==> src/rtl/assert_macros.svh <==
// Assertion helpers; clk and rst_n must be visible where these are used.
`ifndef ASSERT_MACROS_SVH
`define ASSERT_MACROS_SVH

// Same-cycle implication.
`define ASSERT_NOW(lbl, ante, cons) \
  lbl: assert property (@(posedge clk) disable iff (!rst_n) (ante) |-> (cons)) \
    else $error("assertion failed: same-cycle check");

// Next-cycle implication.
`define ASSERT_NEXT(lbl, ante, cons) \
  lbl: assert property (@(posedge clk) disable iff (!rst_n) (ante) |=> (cons)) \
    else $error("assertion failed: next-cycle check");

`endif

==> src/rtl/ltc_pkg.sv <==
package ltc_pkg;

  localparam int NUM_KW   = 16;
  localparam int NUM_BOOL = 2;

  localparam logic [3:0] TC_KEYWORD  = 4'd0;
  localparam logic [3:0] TC_OPERATOR = 4'd1;
  localparam logic [3:0] TC_INT      = 4'd2;
  localparam logic [3:0] TC_FLOAT    = 4'd3;
  localparam logic [3:0] TC_CHAR     = 4'd4;
  localparam logic [3:0] TC_STRING   = 4'd5;
  localparam logic [3:0] TC_BOOL     = 4'd6;
  localparam logic [3:0] TC_IDENT    = 4'd7;
  localparam logic [3:0] TC_PREPROC  = 4'd8;
  localparam logic [3:0] TC_COMMENT  = 4'd9;
  localparam logic [3:0] TC_SEP      = 4'd10;
  localparam logic [3:0] TC_INVALID  = 4'd11;

  localparam logic [3:0] LEN_MAX = 4'd15;

  localparam logic [7:0] CH_SQUOTE = 8'h27;
  localparam logic [7:0] CH_DQUOTE = 8'h22;

  function automatic logic is_digit(input logic [7:0] c);
    return (c >= "0") && (c <= "9");
  endfunction

  function automatic logic is_alpha(input logic [7:0] c);
    return ((c >= "a") && (c <= "z")) || ((c >= "A") && (c <= "Z"));
  endfunction

  function automatic logic is_op1(input logic [7:0] c);
    return (c == "+") || (c == "-") || (c == "*") || (c == "/") || (c == "%") ||
           (c == "=") || (c == ">") || (c == "<") || (c == "!") || (c == "&") ||
           (c == "|");
  endfunction

  function automatic logic is_sep(input logic [7:0] c);
    return (c == ";") || (c == ",") || (c == "(") || (c == ")") ||
           (c == "{") || (c == "}") || (c == "[") || (c == "]");
  endfunction

  // Words are right aligned: the last character sits in the low byte.
  function automatic logic [63:0] kw_word(input logic [3:0] idx);
    logic [63:0] w;
    unique case (idx)
      4'd0:    w = 64'("int");
      4'd1:    w = 64'("float");
      4'd2:    w = 64'("char");
      4'd3:    w = 64'("if");
      4'd4:    w = 64'("else");
      4'd5:    w = 64'("while");
      4'd6:    w = 64'("for");
      4'd7:    w = 64'("return");
      4'd8:    w = 64'("break");
      4'd9:    w = 64'("continue");
      4'd10:   w = 64'("void");
      4'd11:   w = 64'("switch");
      4'd12:   w = 64'("case");
      4'd13:   w = 64'("default");
      4'd14:   w = 64'("goto");
      default: w = 64'("sizeof");
    endcase
    return w;
  endfunction

  function automatic logic [3:0] kw_len(input logic [3:0] idx);
    logic [3:0] n;
    unique case (idx)
      4'd0, 4'd6:                      n = 4'd3;
      4'd3:                            n = 4'd2;
      4'd2, 4'd4, 4'd10, 4'd12, 4'd14: n = 4'd4;
      4'd1, 4'd5, 4'd8:                n = 4'd5;
      4'd7, 4'd11, 4'd15:              n = 4'd6;
      4'd13:                           n = 4'd7;
      default:                         n = 4'd8;
    endcase
    return n;
  endfunction

  function automatic logic [63:0] bool_word(input logic idx);
    return idx ? 64'("false") : 64'("true");
  endfunction

  function automatic logic [3:0] bool_len(input logic idx);
    return idx ? 4'd5 : 4'd4;
  endfunction

  // Character of a word at a position; no match past the word's end.
  function automatic logic word_hit(input logic [63:0] w, input logic [3:0] n,
                                    input logic [3:0] pos, input logic [7:0] c);
    logic [2:0] k;
    logic       hit;
    k   = 3'(n - pos - 4'd1);
    hit = 1'b0;
    if (pos < n) begin
      hit = (w[{k, 3'b000} +: 8] == c);
    end
    return hit;
  endfunction

endpackage

==> src/rtl/ltc_if.sv <==
interface ltc_in_if;
  logic       valid;
  logic       ready;
  logic [7:0] ch;
  logic       last;

  modport source (output valid, output ch, output last, input ready);
  modport sink   (input valid, input ch, input last, output ready);
endinterface

interface ltc_out_if;
  logic       valid;
  logic       ready;
  logic [3:0] token_class;

  modport source (output valid, output token_class, input ready);
  modport sink   (input valid, input token_class, output ready);
endinterface

==> src/rtl/lexical_token_classifier.sv <==
// Lexical token classifier.
// in_tok carries one character per transfer (ch) and a flag on the token's
// final character (last). out_cls carries one token_class per token, sent
// for the transfer that has last set; other transfers produce nothing.
// Classes, first match wins: keyword, operator, integer, float, char
// literal, string, boolean, identifier, preprocessor, comment, separator,
// invalid.
// The class appears on out_cls in the cycle after the final character's
// transfer. One character per cycle while out_cls is not stalled;
// per-token state and all class checks are fixed per-position compares
// between the token state registers and the single output register.
// Reset clears the token state and drops out_cls.valid.
// When the receiver stalls, the class is held in the output register and
// in_tok.ready stays low, so no character is taken until the held class is
// taken; a character offered in that cycle is taken along with it.
module lexical_token_classifier (
  input  logic      clk,
  input  logic      rst_n,
  ltc_in_if.sink    in_tok,
  ltc_out_if.source out_cls
);

  logic [3:0]                   len_r,   len_nxt;
  logic [7:0]                   first_r, first_nxt;
  logic [7:0]                   sec_r,   sec_nxt;
  logic [7:0]                   prev_r,  prev_nxt;
  logic [ltc_pkg::NUM_KW-1:0]   kw_r,    kw_nxt;
  logic [ltc_pkg::NUM_BOOL-1:0] bl_r,    bl_nxt;
  logic                         dig_r,   dig_nxt;
  logic                         dd_r,    dd_nxt;
  logic [1:0]                   dots_r,  dots_nxt;
  logic                         id_r,    id_nxt;

  logic                         out_valid_r;
  logic [3:0]                   cls_r, cls_nxt;

  logic                         in_fire;
  logic                         tok_end;
  logic [7:0]                   ch;
  logic [3:0]                   pos, total;
  logic [7:0]                   c0, c1, cprev;
  logic                         kw_any, bl_any, num_start, op2;
  logic [ltc_pkg::NUM_KW-1:0]   kw_len_ok;
  logic [ltc_pkg::NUM_BOOL-1:0] bl_len_ok;

  assign in_tok.ready        = !out_valid_r || out_cls.ready;
  assign in_fire             = in_tok.valid && in_tok.ready;
  assign tok_end             = in_fire && in_tok.last;
  assign out_cls.valid       = out_valid_r;
  assign out_cls.token_class = cls_r;

  assign ch    = in_tok.ch;
  assign pos   = len_r;
  assign total = (pos < ltc_pkg::LEN_MAX) ? pos + 4'd1 : ltc_pkg::LEN_MAX;

  // Running per-token state, as it stands after this character.
  always_comb begin
    for (int i = 0; i < ltc_pkg::NUM_KW; i++) begin
      kw_nxt[i]    = kw_r[i] & ltc_pkg::word_hit(ltc_pkg::kw_word(4'(i)),
                                                 ltc_pkg::kw_len(4'(i)), pos, ch);
      kw_len_ok[i] = (total == ltc_pkg::kw_len(4'(i)));
    end
    for (int i = 0; i < ltc_pkg::NUM_BOOL; i++) begin
      bl_nxt[i]    = bl_r[i] & ltc_pkg::word_hit(ltc_pkg::bool_word(1'(i)),
                                                 ltc_pkg::bool_len(1'(i)), pos, ch);
      bl_len_ok[i] = (total == ltc_pkg::bool_len(1'(i)));
    end

    first_nxt = first_r;
    sec_nxt   = sec_r;
    dig_nxt   = dig_r;
    dd_nxt    = dd_r;
    dots_nxt  = dots_r;
    id_nxt    = id_r;
    if (pos == 4'd0) begin
      first_nxt = ch;
    end else begin
      if (pos == 4'd1) begin
        sec_nxt = ch;
      end
      if (!ltc_pkg::is_digit(ch)) begin
        dig_nxt = 1'b0;
      end
      if (!ltc_pkg::is_digit(ch) && (ch != ".")) begin
        dd_nxt = 1'b0;
      end
      if ((ch == ".") && (dots_r < 2'd2)) begin
        dots_nxt = dots_r + 2'd1;
      end
      if (!(ltc_pkg::is_alpha(ch) || ltc_pkg::is_digit(ch) || (ch == "_"))) begin
        id_nxt = 1'b0;
      end
    end
    prev_nxt = ch;
    len_nxt  = (len_r < ltc_pkg::LEN_MAX) ? len_r + 4'd1 : len_r;
  end

  // Class of a token ending with this character.
  always_comb begin
    c0        = first_nxt;
    c1        = (pos >= 4'd1) ? sec_nxt : 8'd0;
    cprev     = (pos >= 4'd1) ? prev_r  : 8'd0;
    kw_any    = |(kw_nxt & kw_len_ok);
    bl_any    = |(bl_nxt & bl_len_ok);
    num_start = (c0 == "-") || ltc_pkg::is_digit(c0);
    op2       = ((c0 == "=") && (c1 == "=")) || ((c0 == "!") && (c1 == "=")) ||
                ((c0 == "&") && (c1 == "&")) || ((c0 == "|") && (c1 == "|")) ||
                ((c0 == ">") && (c1 == "=")) || ((c0 == "<") && (c1 == "="));

    priority if (kw_any) begin
      cls_nxt = ltc_pkg::TC_KEYWORD;
    end else if (((total == 4'd1) && ltc_pkg::is_op1(c0)) || ((total == 4'd2) && op2)) begin
      cls_nxt = ltc_pkg::TC_OPERATOR;
    end else if (num_start && dig_nxt) begin
      cls_nxt = ltc_pkg::TC_INT;
    end else if (num_start && dd_nxt && (dots_nxt == 2'd1)) begin
      cls_nxt = ltc_pkg::TC_FLOAT;
    end else if ((total == 4'd3) && (c0 == ltc_pkg::CH_SQUOTE) &&
                 (ch == ltc_pkg::CH_SQUOTE)) begin
      cls_nxt = ltc_pkg::TC_CHAR;
    end else if ((c0 == ltc_pkg::CH_DQUOTE) && (ch == ltc_pkg::CH_DQUOTE)) begin
      cls_nxt = ltc_pkg::TC_STRING;
    end else if (bl_any) begin
      cls_nxt = ltc_pkg::TC_BOOL;
    end else if ((ltc_pkg::is_alpha(c0) || (c0 == "_")) && id_nxt) begin
      cls_nxt = ltc_pkg::TC_IDENT;
    end else if (c0 == "#") begin
      cls_nxt = ltc_pkg::TC_PREPROC;
    end else if ((c0 == "/") && ((c1 == "/") || ((c1 == "*") && (total >= 4'd2) &&
                                                 (cprev == "*") && (ch == "/")))) begin
      cls_nxt = ltc_pkg::TC_COMMENT;
    end else if ((total == 4'd1) && ltc_pkg::is_sep(c0)) begin
      cls_nxt = ltc_pkg::TC_SEP;
    end else begin
      cls_nxt = ltc_pkg::TC_INVALID;
    end
  end

  always_ff @(posedge clk) begin
    if (!rst_n) begin
      len_r   <= '0;
      first_r <= '0;
      sec_r   <= '0;
      prev_r  <= '0;
      kw_r    <= '1;
      bl_r    <= '1;
      dig_r   <= 1'b1;
      dd_r    <= 1'b1;
      dots_r  <= '0;
      id_r    <= 1'b1;
    end else if (in_fire) begin
      if (in_tok.last) begin
        len_r   <= '0;
        first_r <= '0;
        sec_r   <= '0;
        prev_r  <= '0;
        kw_r    <= '1;
        bl_r    <= '1;
        dig_r   <= 1'b1;
        dd_r    <= 1'b1;
        dots_r  <= '0;
        id_r    <= 1'b1;
      end else begin
        len_r   <= len_nxt;
        first_r <= first_nxt;
        sec_r   <= sec_nxt;
        prev_r  <= prev_nxt;
        kw_r    <= kw_nxt;
        bl_r    <= bl_nxt;
        dig_r   <= dig_nxt;
        dd_r    <= dd_nxt;
        dots_r  <= dots_nxt;
        id_r    <= id_nxt;
      end
    end
  end

  always_ff @(posedge clk) begin
    if (!rst_n) begin
      out_valid_r <= 1'b0;
    end else if (in_fire && in_tok.last) begin
      out_valid_r <= 1'b1;
    end else if (out_cls.ready) begin
      out_valid_r <= 1'b0;
    end
  end

  always_ff @(posedge clk) begin
    if (in_fire && in_tok.last) begin
      cls_r <= cls_nxt;
    end
  end

`include "assert_macros.svh"

  // Output slot is refilled exactly when a final character is taken.
  `ASSERT_NEXT(a_out_fill, !out_valid_r || out_cls.ready, out_valid_r == $past(tok_end))
  // Length counts up by one per non-final character until it saturates.
  `ASSERT_NEXT(a_len_step, in_fire && !in_tok.last && !(&len_r), len_r == $past(len_r) + 4'd1)
  // A final character leaves the token state at its start values.
  `ASSERT_NEXT(a_tok_clear, tok_end, (len_r == 4'd0) && (kw_r == '1) && (dots_r == 2'd0))
  // Dot count saturates at two.
  `ASSERT_NOW(a_dot_sat, 1'b1, dots_r != 2'd3)

endmodule
==> src/flat_wrapper.sv <==
// flat-port wrapper written by rule: the top's interface ports become plain ports
module lexical_token_classifier_flat 
  (clk, rst_n, in_tok_valid, in_tok_ch, in_tok_last, in_tok_ready, out_cls_valid, out_cls_token_class, out_cls_ready);
  ltc_in_if in_tok_i ();
  ltc_out_if out_cls_i ();
  input  logic clk;
  input  logic rst_n;
  input wire logic [$bits(in_tok_i.valid)-1:0] in_tok_valid;
  input wire logic [$bits(in_tok_i.ch)-1:0] in_tok_ch;
  input wire logic [$bits(in_tok_i.last)-1:0] in_tok_last;
  output wire logic [$bits(in_tok_i.ready)-1:0] in_tok_ready;
  output wire logic [$bits(out_cls_i.valid)-1:0] out_cls_valid;
  output wire logic [$bits(out_cls_i.token_class)-1:0] out_cls_token_class;
  input wire logic [$bits(out_cls_i.ready)-1:0] out_cls_ready;
  assign in_tok_i.valid = in_tok_valid;
  assign in_tok_i.ch = in_tok_ch;
  assign in_tok_i.last = in_tok_last;
  assign in_tok_ready = in_tok_i.ready;
  assign out_cls_valid = out_cls_i.valid;
  assign out_cls_token_class = out_cls_i.token_class;
  assign out_cls_i.ready = out_cls_ready;
  lexical_token_classifier u_core (.clk(clk), .rst_n(rst_n), .in_tok(in_tok_i), .out_cls(out_cls_i));
endmodule
==> config.mk <==
export PLATFORM = sky130hd
export DESIGN_NAME = lexical_token_classifier_flat
export DESIGN_NICKNAME = d
export VERILOG_FILES = /design/src/rtl/ltc_pkg.sv /design/src/rtl/ltc_if.sv /design/src/rtl/lexical_token_classifier.sv /design/src/flat_wrapper.sv
export VERILOG_INCLUDE_DIRS = /design/src /design/src/rtl
export SDC_FILE = /design/constraint.sdc
export NUM_CORES = 1
export LEC_CHECK = 0
export ABC_AREA = 0
export BUFFER_PORTS_ARGS = -buffer_cell sky130_fd_sc_hd__buf_2
export CORE_ASPECT_RATIO = 1.1
export CORE_MARGIN = 4
export CORE_UTILIZATION = 28
export CTS_CLUSTER_SIZE = 10
export DETAILED_ROUTE_END_ITERATION = 10
export GPL_TIMING_DRIVEN = 0
export SKIP_LAST_GASP = 1
export SLEW_MARGIN = 20
export SYNTH_ARGS = -nofsm -noshare
export SYNTH_HDL_FRONTEND = slang
export SYNTH_SLANG_ARGS = --single-unit
==> constraint.sdc <==
create_clock -name clk -period 4.7 [get_ports clk]
set_input_delay 0.705 -clock clk [delete_from_list [all_inputs] [get_ports clk]]
set_output_delay 0.705 -clock clk [all_outputs]
set_load 0.02 [all_outputs]
==> results_dict.tcl <==
set metrics [dict create \
    place.gp.congestion 0.999 \
    synth-seq-area-share_pct 21.1 \
    synth_warnings 0 \
    die_x_um 142 \
    wl_met2_mm 9.31 \
    power_density_nw_per_um2 226 \
    drv_slew 0 \
    crit_end "u_core.out_cls.token_class[3]$_SDFFCE_PP0P_" \
    area.growth.synth_to_final_pct 9.90 \
    synthFlopType "dfxtp_1" \
    relSlewSlack_pct 45.6 \
    clock_path_buffers 2 \
    grt_pass1_vias 5505 \
    post_dp_cell_area_um2 5880 \
    post_drt_via_cell_ratio 5.94 \
    min_path_type "reg2reg" \
    overflow 0 \
    dr_wl_met3_mm 2.06 \
    drcViolationCount 0 \
    outcome "finished clean" \
    clock_latency_ns 0.32 \
    path_clk_slew_ns 0.08 \
    rows 53 \
    cts_made_buffers 5 \
    hold_viol 0 \
    dieArea_um2 22000 \
    clock_sinks 56 \
    nets 766 \
    hold_slack_ns 0.453 \
    synth_edf_count 4 \
    wire_per_inst_um 22.0 \
    register_area_um2 1160 \
    htree_levels 2 \
    die_y_um 155 \
    grt_pass1_wl_mm 33.0 \
    vias 5849 \
    crit-reg2reg-capture "u_core.out_cls.token_class[3]$_SDFFCE_PP0P_" \
    diodes 0 \
    required_ns 4.85 \
    cp_max_fo 10 \
    rsz0062_at_grt "false" \
    setup_viol 0 \
    synth_seq_cells 56 \
    place_hpwl_mm 15.9 \
    met1Wirelength_mm 9.22 \
    ant_nets 0 \
    r2r_cells 12 \
    multi_input_area_um2 3920 \
    layout-drive-gt1-share_pct 12.9 \
    fill_cells 2103 \
    fin_crit_ns 4.42 \
    arrival_ns 4.56 \
    ys_async_sr_fraction_pct 0 \
    critical_path_class "reg2reg" \
    r2r_start "u_core.len_r[1]$_SDFFE_PN0P_" \
    synthCells 716 \
    grt.total_usage_pct 19.3 \
    finalClockSkew_ns 0.0115 \
    power_mw 1.37 \
    crit_start "u_core.len_r[1]$_SDFFE_PN0P_" \
    fmax_mhz 226 \
    synth_nets 746 \
    first_pass_iters 7 \
    fin_ws_ns 0.283 \
    worst_pin_slew_ns 0.816 \
    endpoint_kind "flip-flop" \
    p_leak_nw 2.07 \
    wl_mm 21.6 \
    highest_layer "met4" \
    regToRegSetupSlack_ns 0.28 \
    antenna_found_initial 0 \
    coreArea_um2 19200 \
    startpoint_type "flip-flop" \
    yosys.cell_types.count 82 \
    syn_area_um2 5510 \
    tns_ns 0 \
    ir_drop_mv 0.179 \
    io_pins 19 \
    drv_cap 0 \
    place_ws_ns -0.0900 \
    design_area_um2 6050 \
    start_util_pct 28.6 \
    avgSynthCellArea_um2 7.69 \
    final_cell_mix "nand2_1, dfxtp_1, buf_2, nor2b_1, nor2_1" \
    layout_commonest_cell "nand2_1" \
    drtIter0Drc 823 \
    cts_tree "built" \
    period_share_pct 94.0 \
    root_buffer "clkbuf_16" \
    grt_max_degree 21 \
    portBuffers 13 \
]
==> Yosys cell counts, types with 5 or more instances <==
| master | number | area [um2] |
|---|---|---|
| dfxtp_1 | 52 | 1040 |
| a21oi_1 | 24 | 120 |
| ha_1 | 17 | 213 |
| a31oi_1 | 8 | 50.1 |
| o221ai_1 | 5 | 43.8 |
| buf_6 | 7 | 78.8 |
| o211ai_1 | 6 | 45.0 |
| a21boi_0 | 11 | 82.6 |
| nand3_1 | 34 | 170 |
| mux2i_1 | 11 | 110 |
| nor4_1 | 10 | 62.6 |
| o21ai_1 | 7 | 35.0 |
| xnor2_1 | 31 | 272 |
| and3_1 | 10 | 62.6 |
| buf_2 | 26 | 130 |
| clkbuf_1 | 34 | 128 |
| nor2b_1 | 39 | 244 |
| o2111ai_1 | 6 | 52.6 |
| mux2_2 | 5 | 56.3 |
| a211oi_1 | 7 | 52.6 |
| o21ai_0 | 24 | 120 |
| o41ai_1 | 5 | 43.8 |
| xor2_1 | 12 | 105 |
| nor3_1 | 21 | 105 |
| nand4_1 | 11 | 68.8 |
| or3_1 | 5 | 31.3 |
| a22oi_1 | 20 | 150 |
| nand2_1 | 59 | 221 |
| nor4b_1 | 8 | 70.1 |
| and2_1 | 7 | 43.8 |
| nand2b_1 | 17 | 106 |
| a211o_1 | 10 | 87.6 |
| nor2_1 | 35 | 131 |
| nor3b_1 | 14 | 105 |
| nand3b_1 | 7 | 52.6 |
| inv_1 | 14 | 52.6 |
==> logic make-up after synthesis <==
group | after synthesis | share of synthesized area, %
AND/OR/NAND/NOR | 316 | 33.5
AO/OA/AOI/OAI | 178 | 23.4
buffers and inverters | 89 | 7.88
flip-flops | 56 | 21.1
XOR/XNOR | 43 | 6.84
multiplexers | 17 | 3.43
adder cells (fa/ha/maj) | 17 | 3.86
==> critical path, stage by stage (launching register included) <==
cell and delay (ns):
dfxtp_1 0.64, ha_1 0.27, clkbuf_1 0.46, inv_1 0.21, ha_1 0.34, buf_2 0.21
clkbuf_1 0.46, a211oi_1 0.11, o21a_1 0.23, a32o_1 0.25, a2111oi_2 0.36, nand4_1 0.37
nor4b_2 0.34
==> sequential cells by signal (all words and copies together) (netlist names) <==
| signal | flops |
|---|---|
| u_core.len_r | 4 |
| u_core.id_r | 1 |
| u_core.prev_r | 8 |
| u_core.dd_r | 1 |
| u_core.sec_r | 8 |
| u_core.dots_r | 2 |
| u_core.out_cls.token_class | 4 |
| u_core.out_cls.valid | 1 |
| u_core.kw_r | 16 |
| u_core.bl_r | 2 |
| u_core.first_r | 8 |
| u_core.dig_r | 1 |
==> worst min-delay path by stage <==
stage	startpoint	endpoint	slack [ns]	cells after the start
detailed placement	u_core.dd_r$_SDFFE_PN1P_	u_core.dd_r$_SDFFE_PN1P_	0.44	2
CTS	u_core.dd_r$_SDFFE_PN1P_	u_core.dd_r$_SDFFE_PN1P_	0.45	2
floorplan	u_core.dd_r$_SDFFE_PN1P_	u_core.dd_r$_SDFFE_PN1P_	0.42	2
global route	u_core.dd_r$_SDFFE_PN1P_	u_core.dd_r$_SDFFE_PN1P_	0.48	2
global placement	u_core.kw_r[12]$_SDFFE_PN1P_	u_core.kw_r[12]$_SDFFE_PN1P_	0.44	1
finish	u_core.dd_r$_SDFFE_PN1P_	u_core.dd_r$_SDFFE_PN1P_	0.45	2
==> where the power goes <==
group | switching (mW) | internal, mW
Combinational | 0.280 | 0.153
Sequential | 0.0142 | 0.503
Clock | 0.211 | 0.206
Total | 0.505 | 0.862
==> final cells by class <==
| cell class | count | area share (%) |
|---|---|---|
| Inverter | 16 | 0.992 |
| Clock buffer | 5 | 2.07 |
| Buffer | 73 | 6.22 |
| Clock inverter | 3 | 0.558 |
| Multi-Input combinational cell | 571 | 64.8 |
| Tap cell | 247 | 5.11 |
| Sequential cell | 56 | 19.2 |
| Timing Repair Buffer | 13 | 1.07 |
==> metal layers <==
layer  vias up  GRT usage, %
met5         -             0
met4         0          8.96
met3        81          4.12
met2       352          29.3
met1      2744          25.9
li1       2672             -
==> timing repair <==
action,4_1_cts,5_1_grt
hold buffers,0,0
setup buffers,0,0
gates resized for setup,1,5
endpoints found under the setup margin,3,4
==> per-stage QoR <==
step / std cells / utilization (%)
5_1_grt: 984 / 31.5
2_1_floorplan: 716 / -
4_1_cts: 984 / 31.5
3_3_place_gp: 976 / 30.6
6_report: 984 / 31.5
3_5_place_dp: 976 / 30.6
Note: power is estimated with default switching activity, not from simulation.
